--- src/sv/rcba_pkg.sv ---
// rcba_pkg: beat types and command codes of the rotated clipped blit address block.
// Depends on nothing; imported by rotated_clipped_blit_address.
package rcba_pkg;

    localparam int COORD_W = 16;
    localparam int ADDR_W  = 17;
    localparam int COLOR_W = 32;

    localparam logic CMD_OPEN  = 1'b0;
    localparam logic CMD_PIXEL = 1'b1;

    typedef struct packed {
        logic                      command;
        logic signed [COORD_W-1:0] area_x_first;
        logic signed [COORD_W-1:0] area_y_first;
        logic signed [COORD_W-1:0] area_x_last;
        logic signed [COORD_W-1:0] area_y_last;
        logic        [COLOR_W-1:0] pixel_color;
    } t_in;

    typedef struct packed {
        logic               write_enable;
        logic [ADDR_W-1:0]  fb_address;
        logic [COLOR_W-1:0] write_color;
        logic               done_res;
    } t_out;

endpackage

--- src/sv/rotated_clipped_blit_address.sv ---
// rotated_clipped_blit_address: clips a portrait source rectangle and maps its pixels
// to 90-degree-rotated landscape framebuffer writes. Depends on rcba_pkg.
//
// Usage: an input beat with command OPEN carries the area bounds; beats with command
// PIXEL then carry its pixels in row-major order. Each pixel of an open area yields
// one result beat: write_enable with the rotated address and color when the pixel
// lies on the logical screen, else an empty write. done_res marks the last pixel. An
// area whose clipped region is empty yields one result with done_res alone; pixels
// sent while no area is open are dropped.
// Both channels use valid/stall. A result is registered and appears on the output
// in the cycle after its input beat is accepted. One beat is accepted every cycle;
// the single output register frees in the same cycle it is taken, so the input
// stalls only while a result is held by a stalled receiver.
// Per pixel the path is a few compares and one multiply by PHYS_WIDTH.
// Reset closes any open area and empties the output register.
module rotated_clipped_blit_address #(
    parameter int PHYS_WIDTH     = 480,
    parameter int LOGICAL_WIDTH  = 272,
    parameter int LOGICAL_HEIGHT = 480
) (
    input  logic          i_clk,
    input  logic          i_rst_n,
    input  logic          i_in_valid,
    output logic          o_in_stall,
    input  rcba_pkg::t_in i_in,
    output logic          o_out_valid,
    input  logic          i_out_stall,
    output rcba_pkg::t_out o_out
);
    import rcba_pkg::*;

    localparam int XB_W = (LOGICAL_WIDTH  > 1) ? $clog2(LOGICAL_WIDTH)  : 1;
    localparam int YB_W = (LOGICAL_HEIGHT > 1) ? $clog2(LOGICAL_HEIGHT) : 1;
    localparam int CMP_W = COORD_W + 1;
    localparam logic signed [CMP_W-1:0] LW_S    = CMP_W'(LOGICAL_WIDTH);
    localparam logic signed [CMP_W-1:0] LH_S    = CMP_W'(LOGICAL_HEIGHT);
    localparam logic signed [CMP_W-1:0] LW_M1_S = CMP_W'(LOGICAL_WIDTH - 1);
    localparam logic signed [CMP_W-1:0] LH_M1_S = CMP_W'(LOGICAL_HEIGHT - 1);
    localparam logic [ADDR_W-1:0] PW_A     = ADDR_W'(PHYS_WIDTH);
    localparam logic [ADDR_W-1:0] PW_M1_A  = ADDR_W'(PHYS_WIDTH - 1);

    // area state
    logic                      r_area_open;
    logic signed [COORD_W-1:0] r_x_first, r_x_last, r_y_last;
    logic signed [COORD_W-1:0] r_cur_x, r_cur_y;
    logic        [XB_W-1:0]    r_x_lo, r_x_hi;
    logic        [YB_W-1:0]    r_y_lo, r_y_hi;

    logic r_out_valid;
    t_out r_out;

    logic acc;
    logic res_valid;
    t_out n_out;

    // open-side clipping
    logic signed [CMP_W-1:0] o_xf, o_yf, o_xl, o_yl;
    logic signed [CMP_W-1:0] c_x_lo, c_x_hi, c_y_lo, c_y_hi;
    logic                    empty_area;

    // pixel side
    logic signed [CMP_W-1:0] cx, cy;
    logic px_in, last_px;
    logic [ADDR_W-1:0] row_base, col_off;

    assign o_in_stall = r_out_valid && i_out_stall;
    assign acc        = i_in_valid && !o_in_stall;

    always_comb begin
        o_xf = CMP_W'(i_in.area_x_first);
        o_yf = CMP_W'(i_in.area_y_first);
        o_xl = CMP_W'(i_in.area_x_last);
        o_yl = CMP_W'(i_in.area_y_last);
        c_x_lo = (o_xf < 0) ? '0 : o_xf;
        c_y_lo = (o_yf < 0) ? '0 : o_yf;
        c_x_hi = (o_xl >= LW_S) ? LW_M1_S : o_xl;
        c_y_hi = (o_yl >= LH_S) ? LH_M1_S : o_yl;
        empty_area = (c_x_lo > c_x_hi) || (c_y_lo > c_y_hi);
    end

    always_comb begin
        cx = CMP_W'(r_cur_x);
        cy = CMP_W'(r_cur_y);
        px_in = (cx >= $signed(CMP_W'(r_x_lo))) && (cx <= $signed(CMP_W'(r_x_hi)))
             && (cy >= $signed(CMP_W'(r_y_lo))) && (cy <= $signed(CMP_W'(r_y_hi)));
        last_px  = (r_cur_x == r_x_last) && (r_cur_y == r_y_last);
        row_base = ADDR_W'(ADDR_W'($unsigned(r_cur_x)) * PW_A);
        col_off  = PW_M1_A - ADDR_W'($unsigned(r_cur_y));
    end

    always_comb begin
        n_out = '0;
        res_valid = 1'b0;
        unique case (i_in.command)
            CMD_OPEN: begin
                res_valid      = empty_area;
                n_out.done_res = 1'b1;
            end
            CMD_PIXEL: begin
                res_valid          = r_area_open;
                n_out.write_enable = px_in;
                n_out.fb_address   = px_in ? row_base + col_off : '0;
                n_out.write_color  = px_in ? i_in.pixel_color : '0;
                n_out.done_res     = last_px;
            end
            default: res_valid = 1'b0;
        endcase
    end

    always_ff @(posedge i_clk) begin
        if (!i_rst_n) begin
            r_area_open <= 1'b0;
            r_out_valid <= 1'b0;
        end else begin
            if (acc) begin
                r_out_valid <= res_valid;
                if (i_in.command == CMD_OPEN) begin
                    r_area_open <= !empty_area;
                end else if (r_area_open && last_px) begin
                    r_area_open <= 1'b0;
                end
            end else if (!i_out_stall) begin
                r_out_valid <= 1'b0;
            end
        end
    end

    always_ff @(posedge i_clk) begin
        if (acc) begin
            r_out <= n_out;
            if (i_in.command == CMD_OPEN) begin
                r_x_first <= i_in.area_x_first;
                r_x_last  <= i_in.area_x_last;
                r_y_last  <= i_in.area_y_last;
                r_cur_x   <= i_in.area_x_first;
                r_cur_y   <= i_in.area_y_first;
                r_x_lo    <= XB_W'(c_x_lo);
                r_x_hi    <= XB_W'(c_x_hi);
                r_y_lo    <= YB_W'(c_y_lo);
                r_y_hi    <= YB_W'(c_y_hi);
            end else if (r_area_open && !last_px) begin
                if (r_cur_x >= r_x_last) begin
                    r_cur_x <= r_x_first;
                    r_cur_y <= r_cur_y + 1'b1;
                end else begin
                    r_cur_x <= r_cur_x + 1'b1;
                end
            end
        end
    end

    assign o_out_valid = r_out_valid;
    assign o_out       = r_out;

`ifndef SYNTHESIS
    a_empty_write_zero: assert property (@(posedge i_clk) disable iff (!i_rst_n)
        (o_out_valid && !o_out.write_enable) |-> (o_out.fb_address == '0
            && o_out.write_color == '0))
        else $error("empty write carries address or color");

    a_drop_pixel: assert property (@(posedge i_clk) disable iff (!i_rst_n)
        (acc && i_in.command == CMD_PIXEL && !r_area_open) |=> !o_out_valid)
        else $error("pixel with no open area produced a result");

    a_done_closes: assert property (@(posedge i_clk) disable iff (!i_rst_n)
        (acc && res_valid && n_out.done_res) |=> !r_area_open)
        else $error("area still open after done");

    a_cursor_range: assert property (@(posedge i_clk) disable iff (!i_rst_n)
        r_area_open |-> (r_cur_x >= r_x_first && r_cur_x <= r_x_last
            && r_cur_y <= r_y_last))
        else $error("cursor left the open area");
`endif

endmodule
--- config.mk ---
export PLATFORM = sky130hd
export DESIGN_NAME = rotated_clipped_blit_address
export DESIGN_NICKNAME = d
export VERILOG_FILES = /design/src/sv/rcba_pkg.sv /design/src/sv/rotated_clipped_blit_address.sv
export SDC_FILE = /design/constraint.sdc
export NUM_CORES = 1
export LEC_CHECK = 0
export BUFFER_PORTS_ARGS = -buffer_cell sky130_fd_sc_hd__buf_2
export CORE_UTILIZATION = 50
export CTS_CLUSTER_SIZE = 20
export DETAILED_ROUTE_END_ITERATION = 10
export PLACE_DENSITY = 0.74
export SLEW_MARGIN = 20
export SYNTH_ARGS = -nofsm -noshare
export SYNTH_HDL_FRONTEND = slang
export SYNTH_SLANG_ARGS = --single-unit
--- constraint.sdc ---
create_clock -name i_clk -period 4.8 [get_ports i_clk]
set_clock_uncertainty 0.2 [all_clocks]
set_input_delay 0.24 -clock i_clk [delete_from_list [all_inputs] [get_ports i_clk]]
set_output_delay 0.24 -clock i_clk [all_outputs]
set_load 0.01 [all_outputs]
Word-level counts from Yosys, hierarchy flattened
Cells that the tools add are included.
{"block": "classes", "add_sub_neg": 4, "muxes": 16, "n_mul": 1, "reduce_logical": 17, "bitwise": 1, "order_cmp": 11, "eq_ne": 6}
{"op": "16-bit 2-to-1 mux", "n": 6}
{"op": "17-bit 2-to-1 mux", "n": 4}
{"op": "17-bit greater-than comparator", "n": 2}
{"op": "16-bit by 1-bit adder with 16-bit output (second input constant)", "n": 2}
{"op": "16-bit equality test", "n": 2}
{"op": "16-bit by 10-bit >= comparator with 1-bit output", "n": 2}
{"op": "16-bit by 10-bit >= comparator with 1-bit output (second input constant)", "n": 2}
{"op": "16-bit by 10-bit less-or-equal comparator with 1-bit output", "n": 2}
{"op": "16-bit by 1-bit < comparator with 1-bit output (second input constant)", "n": 2}
{"op": "17-bit adder", "n": 1}
{"op": "9-bit by 16-bit subtractor with 17-bit output (first input constant)", "n": 1}
{"op": "16-bit >= comparator", "n": 1}
{"op": "16-bit by 4-bit multiplier with 12-bit output (second input constant)", "n": 1}
{"op": "1-bit logical AND", "n": 8}
{"op": "2-bit by 1-bit inequality test with 1-bit output (second input constant)", "n": 4}
{"op": "2-bit AND reduction", "n": 4}
{"op": "1-bit 2-to-1 mux", "n": 4}
{"op": "1-bit case mux with 2 select lines", "n": 2}
{"op": "1-bit zero test", "n": 3}
{"op": "3-bit AND reduction", "n": 1}
{"op": "1-bit logical OR", "n": 1}
{"op": "1-bit inverter", "n": 1}
{"block": "totals", "reg_bits": 169, "output_inout_bits": 53, "in_bits": 101, "wordCells": 71}

Longest topological paths before layout
Gate-level depths: netlist (run 1).
{"block": "logic_depth", "word_depth": 6, "depth_mapped": 19, "mapped_depth_nobuf": 19}

Worst setup path after synthesis (run 1)
Ideal clock, no wire load.
{"block": "synth_path", "path_type": "in2reg", "startpoint": "input port i_in[96] (netlist bit)", "endpoint": "register r_x_first[0], enable pin", "path_slack_ns": -0.253, "cell_stages": 4, "setup_ns": 0.527, "t_arrival_ns": 4.326, "path_cell_list": "buf_2 clkbuf_1 clkbuf_1 nor2_1"}
{"block": "synth_via", "elab_chain_len": 2}
{"item": "start: declaration", "line": "rotated_clipped_blit_address.sv:25", "source": "input rcba_pkg::t_in i_in,"}
{"item": "1-bit inverter (no line)"}
{"item": "2-bit AND reduction (no line)"}
{"item": "end signal: assignment", "line": "rotated_clipped_blit_address.sv:132", "source": "r_x_first <= i_in.area_x_first;"}
{"item": "end: declaration", "line": "rotated_clipped_blit_address.sv:44", "source": "logic signed [COORD_W-1:0] r_x_first, r_x_last, r_y_last;"}
Every way passes these cells.
A chain may end at the register's enable or synchronous reset.

Final worst setup path (run 1)
{"block": "layout_path", "startpoint": "register r_cur_x[0]", "endpoint": "register r_out, in the netlist o_out[49], data pin"}
{"block": "layout_via", "elab_chain_len": 5}
{"item": "start: declaration", "line": "rotated_clipped_blit_address.sv:45", "source": "logic signed [COORD_W-1:0] r_cur_x, r_cur_y;"}
{"item": "start signal: assignment", "line": "rotated_clipped_blit_address.sv:135", "source": "r_cur_x <= i_in.area_x_first;"}
{"item": "start signal: assignment", "line": "rotated_clipped_blit_address.sv:143", "source": "r_cur_x <= r_x_first;"}
{"item": "start signal: assignment", "line": "rotated_clipped_blit_address.sv:146", "source": "r_cur_x <= r_cur_x + 1'b1;"}
{"item": "parallel branches: the longest is 5 deep, another holds 17-bit adder"}
{"item": "end signal: assignment", "line": "rotated_clipped_blit_address.sv:130", "source": "r_out <= n_out;"}
{"item": "end: declaration", "line": "rotated_clipped_blit_address.sv:50", "source": "t_out r_out;"}
Parallel ways; which one is timed is not known.

==> results of run 1 <==
metrics by stage:
step                      area (um^2)  util, %  power (W)
after floorplan                 10500        -    0.00270
after global placement          11700     57.1    0.00297
after detailed placement        11700     57.1    0.00301
after CTS                       13200     64.6    0.00442
after global routing            13200     64.8    0.00469
final                           13200     64.8    0.00445
report_power, final:
group	total, W	leakage, nW	switching [W]	internal [W]
combinational	0.00136	4.00	0.000725	0.000630
clock	0.00135	0.286	0.000657	0.000694
sequential	0.00175	1.62	0.0000439	0.00170
total	0.00445	5.91	0.00143	0.00303
worst max-delay path, delay by kind of cell, from the launching register on:
kind                       cells  cell delay (ns)
adders and majority gates      5             2.11
AOI/OAI and AO/OA              6             0.84
buffers and inverters          2             0.12
and+or+nand+nor                3             0.44
DFF                            1             0.44
xor gates and xnor gates       1             0.19
cell families after synthesis:
family / Yosys count / share of synthesized area, %
DFF: 169 / 48.1
xor gates and xnor gates: 58 / 4.83
adders and majority gates: 141 / 18.1
and+or+nand+nor: 267 / 13.6
buffers and inverters: 135 / 4.97
muxes: 14 / 1.39
AOI/OAI and AO/OA: 148 / 9.10
cell type report:
type / instances / area (um^2) / area share, %
flip-flops and latches: 169 / 5050 / 38.2
inverters: 115 / 432 / 3.26
well taps: 270 / 338 / 2.55
clock inverters: 15 / 148 / 1.12
repair buffers: 266 / 1850 / 14.0
clock buffers: 17 / 425 / 3.22
multi-input cells: 628 / 4980 / 37.6
what timing repair did:
action	CTS	global route
hold buffers	96	0
hold endpoints to repair	129	0
endpoints found under the setup margin	0	3
buffers inserted	0	1
resized for setup	0	10
path summary, 6_finish.rpt:
kind	startpoint	end	slack, ns
worst min-delay path	i_in[95]	r_x_first[15]$_DFFE_PP_	0.02
worst min register to register	r_area_open$_SDFFE_PN0P_	r_area_open$_SDFFE_PN0P_	0.32
worst max register to register	r_cur_x[0]$_DFFE_PP_	o_out[49]$_SDFFCE_PN0P_	0.23
worst max-delay path	r_cur_x[0]$_DFFE_PP_	o_out[49]$_SDFFCE_PN0P_	0.23
metal layers:
metal | vias up | routed length, um | part of all wire (%) | global-route usage [%]
li1 | 3843 | - | - | -
met2 | 252 | 12100 | 48 | 40.5
met3 | 28 | 1420 | 5.7 | 3.82
met1 | 3751 | 11100 | 44 | 31.7
met5 | - | 0 | 0 | 0
met4 | 0 | 353 | 1.4 | 6.03
registers in the layout (all words and copies together) (netlist names), 9 cells and up:
name and flops:
r_x_lo 9, r_cur_x 16, r_x_first 16, r_y_hi 9, r_y_last 16, o_out 51
r_y_lo 9, r_x_hi 9, r_x_last 16, r_cur_y 16
Yosys cell counts (all sizes together), types with 17 or more instances:
master / n / share of area [%]
nor2b: 41 / 2.4
nor2: 43 / 1.5
fa: 18 / 3.4
edfxtp: 167 / 48
nand3: 19 / 0.90
ha: 123 / 15
nand4: 17 / 1.0
a21oi: 50 / 2.4
xnor2: 48 / 4.0
and2: 38 / 2.3
nand2: 55 / 2.0
inv: 115 / 4.1
a21o: 17 / 1.2
o21ai: 33 / 1.6
==> metrics.cfg, run 1 <==
[timing]
setup_slack_ns = 0.225
slew_violations = 0
fin_crit_ns = 4.57
fin_crit_sh_pct = 95.3
timing.hold.ws_ns = 0.0180
fin_setup_tns_ns = 0
slew_headroom_pct = 28.5
worst_pin_slew_ns = 1.07
setup_viol = 0
max_freq_ghz = 0.219
hold_viol = 0

[global_routing]
grt_pass1_wl_um = 39900
grt.total_usage_pct = 23.8
grt_pass1_vias = 7779
globalRouteOverflowTotal = 0
antenna_found_initial = 0
grt_max_degree = 52

[min_path]
hold_class = input pin to flop
min_path_cells = 1

[worst_setup_path]
cp.required_ns = 4.79
endpoint_kind = flop
crit_slowest_cell = fa_1
rr_worst_depth = 17
crit_type = flop to flop
cpPeakStageDelay_ns = 0.54
arrival_ns = 4.56
cp_max_fo = 3
crit_top_cell = fa_1
path_cells = fa_1, fa_1, inv_1, fa_1, nor2b_1, o21ai_1, nand2b_1, xor2_1, ha_1, ha_1, o21ai_2, inv_1, o31a_1, nor4_1, a21oi_1, a211o_1, o211a_1
worstSetupStartpointType = flop

[clock_network]
clkLatencyLatePin_ns = 0.44
cts.path.max_buffers = 2
clock_sinks = 169
cts_tree = done
cts_root_buf = clkbuf_16
cts-htree-levels = 4
cts_made_buffers = 17
clk_pin_slew_ns = 0.07

[detailed_routing]
antenna_left = 0
via_per_inst = 5.32
routed_wl_um = 24900
drtIter0Drc = 636
drc = 0
vias = 7874
drtPass1Iterations = 5
wl_per_cell_um = 16.8

[placed_design]
port_buffers = 153
pre_cts_ws_ns = 0.111
dp.cells = 1351
place_congestion = 0.919
hpwl_um = 17600

[synthesis]
synth-edff-count = 167
synth_cell_type_count = 62
ys_ff_latch = 169
syn_nets = 1174
avgSynthCellArea_um2 = 11.3
netlist_area_mm2 = 0.0105
synthCells = 932
ys_seq_area_share_pct = 48.1
async_reset_ff_share_pct = 0
yosys_warnings = 0
ys.flop_type = edfxtp_1

[floorplan]
die_y_um = 147
chipWidth_um = 147
coreArea_mm2 = 0.0204
rows = 52
initial_core_util_pct = 51.5
ios = 154
die_area_mm2 = 0.0216

[cells_and_area]
area_growth_pct = 25.8
drive_above_1_share_pct = 18.7
num-fill-cells = 1580
n_antenna_cell = 0
stdcell_count = 1480
nNetsFinal = 1439
layout_commonest_cell = edfxtp_1
final_cell_mix = 167 x edfxtp_1, 153 x buf_2, 121 x ha_1, 112 x inv_1, 96 x dlygate4sd3_1

[pwr]
power_leakage_nw = 5.91
vdd_drop_max_mv = 0.267
cellPowerDensity_mw_per_mm2 = 337

[job]
maxCapViolations = 0

[outcome]
status = finished clean

Note: power is estimated with default switching activity, not from simulation.
==> inputs of run 2 (changes only) <==
--- a/config.mk
+++ b/config.mk
@@ -6,6 +6,7 @@
 export NUM_CORES = 1
 export LEC_CHECK = 0
 export BUFFER_PORTS_ARGS = -buffer_cell sky130_fd_sc_hd__buf_2
+export CORE_MARGIN = 2
 export CORE_UTILIZATION = 50
 export CTS_CLUSTER_SIZE = 20
 export DETAILED_ROUTE_END_ITERATION = 10
==> constraint.sdc (replaced) <==
create_clock -name i_clk -period 4 [get_ports i_clk]
set_clock_uncertainty 0.2 [all_clocks]
set_input_delay 0.2 -clock i_clk [delete_from_list [all_inputs] [get_ports i_clk]]
set_output_delay 0.2 -clock i_clk [all_outputs]
set_load 0.01 [all_outputs]
==> run 2 against run 1 <==
The run now ends with setup timing left. Largest power group unchanged. Fmax grew 2.1%. Worst setup slack got worse by 0.70 ns. Sequential cell count did not move. Power is 31% higher. Cell count increased by 2.8%. Utilization rose by 0.98 points. Global-route usage decreased by 0.59 points. Clock power is 23% higher.
==> metrics.cfg, run 2 (synthesized netlist as in run 1, its figures left out) <==
[clock_network]
cts_root_buf = clkbuf_16
cts-htree-levels = 4
cts_made_buffers = 17
clock_sinks = 169
cts.path.max_buffers = 2
cts_tree = done
clk_pin_slew_ns = 0.07
clkLatencyLatePin_ns = 0.44

[worst_setup_path]
arrival_ns = 4.46
reg2reg_from = r_cur_x[1]$_DFFE_PP_
timing.critical_path.from = r_cur_x[1]$_DFFE_PP_
cp_max_fo = 3
cp.required_ns = 3.98
endpoint_kind = flop
regToRegSetupSlack_ns = -0.48
rr_worst_depth = 16
worstSetupStartpointType = flop
rr_endpoint = o_out[49]$_SDFFCE_PN0P_
crit_type = flop to flop
cp-endpoint = o_out[49]$_SDFFCE_PN0P_

[global_routing]
grt_pass1_wl_um = 39800
grt.total_usage_pct = 23.2
grt_pass1_vias = 7866
antenna_found_initial = 0
grt_max_degree = 52
globalRouteOverflowTotal = 0

[floorplan]
coreArea_mm2 = 0.0208
die_y_um = 149
die_area_mm2 = 0.0222
rows = 53
ios = 154
initial_core_util_pct = 50.5
chipWidth_um = 149

[pwr]
finalPower_w = 0.00585
cellPowerDensity_mw_per_mm2 = 427
vdd_drop_max_mv = 0.322
power_leakage_nw = 6.09

[placed_design]
hpwl_um = 17900
place_congestion = 0.907
port_buffers = 153
placed_cell_area_mm2 = 0.0120
dp.cells = 1391

[outcome]
status = finished with violations
violations = setup timing

[cells_and_area]
area_growth_pct = 30.2
num-fill-cells = 1602
stdcell_count = 1522
layout_commonest_cell = edfxtp_1
drive_above_1_share_pct = 22.9
final_cell_mix = 167 x edfxtp_1, 153 x buf_2, 113 x ha_1, 108 x inv_1, 98 x dlygate4sd3_1
largest_reg_flops = 51
nNetsFinal = 1477
postLayoutCellArea_mm2 = 0.0137
n_antenna_cell = 0

[timing]
max_freq_ghz = 0.223
hold_viol = 0
slew_violations = 0
timing.hold.ws_ns = 0.114
setup_slack_ns = -0.479
slew_headroom_pct = 40.5
fin_crit_sh_pct = 112
setup_viol = 5
fin_crit_ns = 4.48
worst_pin_slew_ns = 0.893
rsz0062_at_grt = yes

[min_path]
hold_class = input pin to flop

[detailed_routing]
drtIter0Drc = 626
vias = 8099
routed_wl_um = 25200
antenna_left = 0
via_per_inst = 5.32
drc = 0
drtPass1Iterations = 8
wl_per_cell_um = 16.6

[job]
maxCapViolations = 0

-- run 2: repair_timing --
item / 4_1_cts / 5_1_grt
endpoints found under the hold margin: 146 / 0
setup endpoints to repair: 6 / 8
hold buffers: 98 / 0
pin swaps: 12 / 10
resized for setup: 16 / 12
buffers inserted: 2 / 0
-- run 2: worst min path at each step --
stage,startpoint,to,slack [ns],cells past startpoint
finish,i_in[79],r_y_lo[8]$_DFFE_PP_,0.11,2
global route,i_in[79],r_y_lo[8]$_DFFE_PP_,0.11,2
CTS,i_in[79],r_y_lo[8]$_DFFE_PP_,0.09,2
detailed placement,i_in[49],r_x_last[1]$_DFFE_PP_,0.19,1
global placement,i_in[48],r_x_last[0]$_DFFE_PP_,0.19,1
floorplan,i_in[80],r_x_first[0]$_DFFE_PP_,0.1,0
-- run 2: metal layers --
layer	routed length (um)	track usage, %	vias to the layer above
met4	426	6.24	0
li1	-	-	3917
met3	1500	3.94	37
met5	0	0	-
met1	11200	31.9	3852
met2	12100	38.3	293
-- run 2: cell type report --
type / count / area (um^2) / area share, %
inverters: 115 / 433 / 3.16
clock buffers: 17 / 425 / 3.11
clock inverters: 14 / 159 / 1.16
flip-flops and latches: 169 / 5050 / 36.9
repair buffers: 304 / 2150 / 15.7
multi-input cells: 628 / 5120 / 37.4
well taps: 275 / 344 / 2.51
-- run 2: power by group --
part,switching (W),internal [W],leakage [nW]
sequential,0.0000508,0.00205,1.62
combinational,0.00102,0.00107,4.19
clock,0.000731,0.000931,0.277
total,0.00180,0.00405,6.09
-- run 2: metrics by stage --
stage | setup WS (ns) | utilization, % | setup TNS (ns)
2_1_floorplan | -0.299 | - | -0.662
3_3_place_gp | -0.375 | 57.5 | -1.20
3_5_place_dp | -0.468 | 57.5 | -1.63
4_1_cts | -0.420 | 65.4 | -1.25
5_1_grt | -0.608 | 65.7 | -2.20
6_report | -0.479 | 65.7 | -1.43
-- run 2: worst max-delay path, stage by stage (launching register included) --
cell	delay [ns]
edfxtp_1	0.44
fa_1	0.54
fa_2	0.59
inv_2	0.04
fa_2	0.36
nor2b_1	0.14
o21ai_1	0.08
nand2b_1	0.11
a21o_1	0.12
a21o_1	0.16
xor2_1	0.21
ha_1	0.29
ha_4	0.27
o21ai_0	0.14
a21oi_1	0.11
a211o_1	0.30
o211a_1	0.11
==> inputs of run 3 (changes only) <==
--- a/config.mk
+++ b/config.mk
@@ -6,6 +6,7 @@
 export NUM_CORES = 1
 export LEC_CHECK = 0
 export BUFFER_PORTS_ARGS = -buffer_cell sky130_fd_sc_hd__buf_2
+export CORE_ASPECT_RATIO = 1.4
 export CORE_MARGIN = 2
 export CORE_UTILIZATION = 50
 export CTS_CLUSTER_SIZE = 20
==> run 3 against run 2 <==
The run still ends with setup timing left. Die area about the same. Via count increased by 1.1%. Worst setup slack improved by 0.037 ns. Sequential share of layout area decreased by 0.29 points. Global-route usage increased by 0.63 points. Count of clock-buffer cells in the layout increased by 1. Final area increased by 0.80%. Cell count decreased by 0.79%.
==> metrics.cfg, run 3 (synthesized netlist as in run 1, its figures left out) <==
[timing]
fin_setup_tns_ns = -1.74
setup_viol = 6
rsz0062_at_grt = yes
slew_headroom_pct = 26.3
setup_slack_ns = -0.443
fin_crit_sh_pct = 111
hold_viol = 0
max_freq_ghz = 0.225
fin_crit_ns = 4.44
slew_violations = 0
worst_pin_slew_ns = 1.11

[global_routing]
grt.total_usage_pct = 23.8
globalRouteOverflowTotal = 0
grt_max_degree = 85
grt_pass1_vias = 8436
antenna_found_initial = 0
grt_pass1_wl_um = 41300

[worst_setup_path]
timing.critical_path.from = r_cur_x[1]$_DFFE_PP_
cp.required_ns = 3.99
reg2reg_from = r_cur_x[1]$_DFFE_PP_
worstSetupStartpointType = flop
crit_type = flop to flop
endpoint_kind = flop
arrival_ns = 4.43
cp_max_fo = 3

[outcome]
status = finished with violations
violations = setup timing

[clock_network]
cts_root_buf = clkbuf_16
clk_pin_slew_ns = 0.07
cts_made_buffers = 17
cts-htree-levels = 4
clkLatencyLatePin_ns = 0.43
cts_tree = done
clock_sinks = 169
cts.path.max_buffers = 2

[pwr]
sw_frac_of_total_pct = 31.4
p_seq_share_pct = 34.1
vdd_drop_max_mv = 0.284
switchingPower_w = 0.00193
power_frac_comb_pct = 38.2
cellPowerDensity_mw_per_mm2 = 444
p_int_w = 0.00421
p_clk_share_pct = 27.6
power_leakage_nw = 6.16

[floorplan]
ios = 154
chipWidth_um = 127
die_area_mm2 = 0.0222
rows = 62
initial_core_util_pct = 51.2
coreArea_mm2 = 0.0206
die_y_um = 176

[cells_and_area]
fin_util_pct = 67.1
num-fill-cells = 1488
largest_reg_flops = 51
seqCellArea_mm2 = 0.00505
drive_above_1_share_pct = 23.3
multiInputGateArea_mm2 = 0.00517
layout_commonest_cell = edfxtp_1
postLayoutCellArea_mm2 = 0.0138
nNetsFinal = 1483
area_growth_pct = 31.2
final_cell_mix = 167 x edfxtp_1, 153 x buf_2, 114 x ha_1, 108 x inv_1, 99 x dlygate4sd3_1
n_antenna_cell = 0

[placed_design]
hpwl_um = 18300
placed_cell_area_mm2 = 0.0119
port_buffers = 153
place_congestion = 0.867

[detailed_routing]
via_per_inst = 5.42
wl_per_cell_um = 17.4
drtPass1Iterations = 6
routed_wl_um = 26300
vias = 8185
drtIter0Drc = 465
antenna_left = 0
drc = 0

[job]
maxCapViolations = 0

[min_path]
hp-start = i_in[79]
hold_class = input pin to flop

[run 3: cell count changes in the layout (fill, tap and decap cells not counted), sizes merged]
| cell | delta |
|---|---|
| dlygate4sd3 | +1 |
| inv | +1 |
| clkbuf | +1 |
| clkinvlp | -1 |
| buf | +5 |
[run 3: power by group through the flow]
stage | Combinational (W) | Sequential [W] | Clock, W
floorplan | 0.00114 | 0.00214 | 0
CTS | 0.00207 | 0.00209 | 0.00172
global route | 0.00257 | 0.00210 | 0.00179
global placement | 0.00174 | 0.00213 | 0
finish | 0.00234 | 0.00209 | 0.00169
detailed placement | 0.00180 | 0.00213 | 0
[run 3: stage by stage]
step,total power [W],setup WS [ns],cells,hold slack [ns]
2_1_floorplan,0.00329,-0.299,932,0.0989
3_3_place_gp,0.00387,-0.372,1371,0.192
3_5_place_dp,0.00393,-0.470,1371,0.194
4_1_cts,0.00588,-0.472,1507,0.136
5_1_grt,0.00646,-0.605,1510,0.165
6_report,0.00613,-0.443,1510,0.149
[run 3: layout make-up]
| class | count | area share [%] |
|---|---|---|
| multi-input combinational | 628 | 37.4 |
| inverter | 115 | 3.16 |
| clock inverter | 14 | 1.27 |
| tap | 256 | 2.32 |
| timing repair buffer | 310 | 16.1 |
| sequential | 169 | 36.6 |
| clock buffer | 18 | 3.11 |
[run 3: path summary, 6_finish.rpt]
check,to,slack (ns),cells after the start
worst max-delay path,o_out[49]$_SDFFCE_PN0P_,-0.44,17
worst min-delay path,r_y_lo[2]$_DFFE_PP_,0.15,2
worst max register to register,o_out[49]$_SDFFCE_PN0P_,-0.44,17
worst min register to register,r_area_open$_SDFFE_PN0P_,0.34,2
[run 3: per-layer routing]
metal / GRT usage [%] / part of all wire, % / vias to the layer above
li1: - / - / 3925
met1: 25.6 / 37 / 3889
met2: 43.6 / 52 / 292
met3: 5.09 / 5.6 / 79
met4: 12.1 / 4.7 / 0
met5: 0 / 0 / -
[run 3: repair_timing]
action                                  in CTS  in global routing
endpoints found under the setup margin       6                  7
pin swaps                                   20                 31
buffers inserted                             6                  4
gates resized for setup                     15                 26
hold endpoints to repair                   147                  0
hold buffers                                99                  0
[run 3: critical path, stage by stage, from the launching register on]
cell	delay, ns
edfxtp_1	0.44
fa_1	0.53
fa_1	0.60
inv_1	0.07
fa_2	0.40
nor2b_4	0.12
o21ai_2	0.05
nand2b_1	0.09
xor2_1	0.15
ha_1	0.28
ha_4	0.24
o21ai_4	0.14
inv_1	0.05
o31a_1	0.12
nor4_2	0.26
a21oi_1	0.09
a211o_1	0.26
o211a_1	0.11
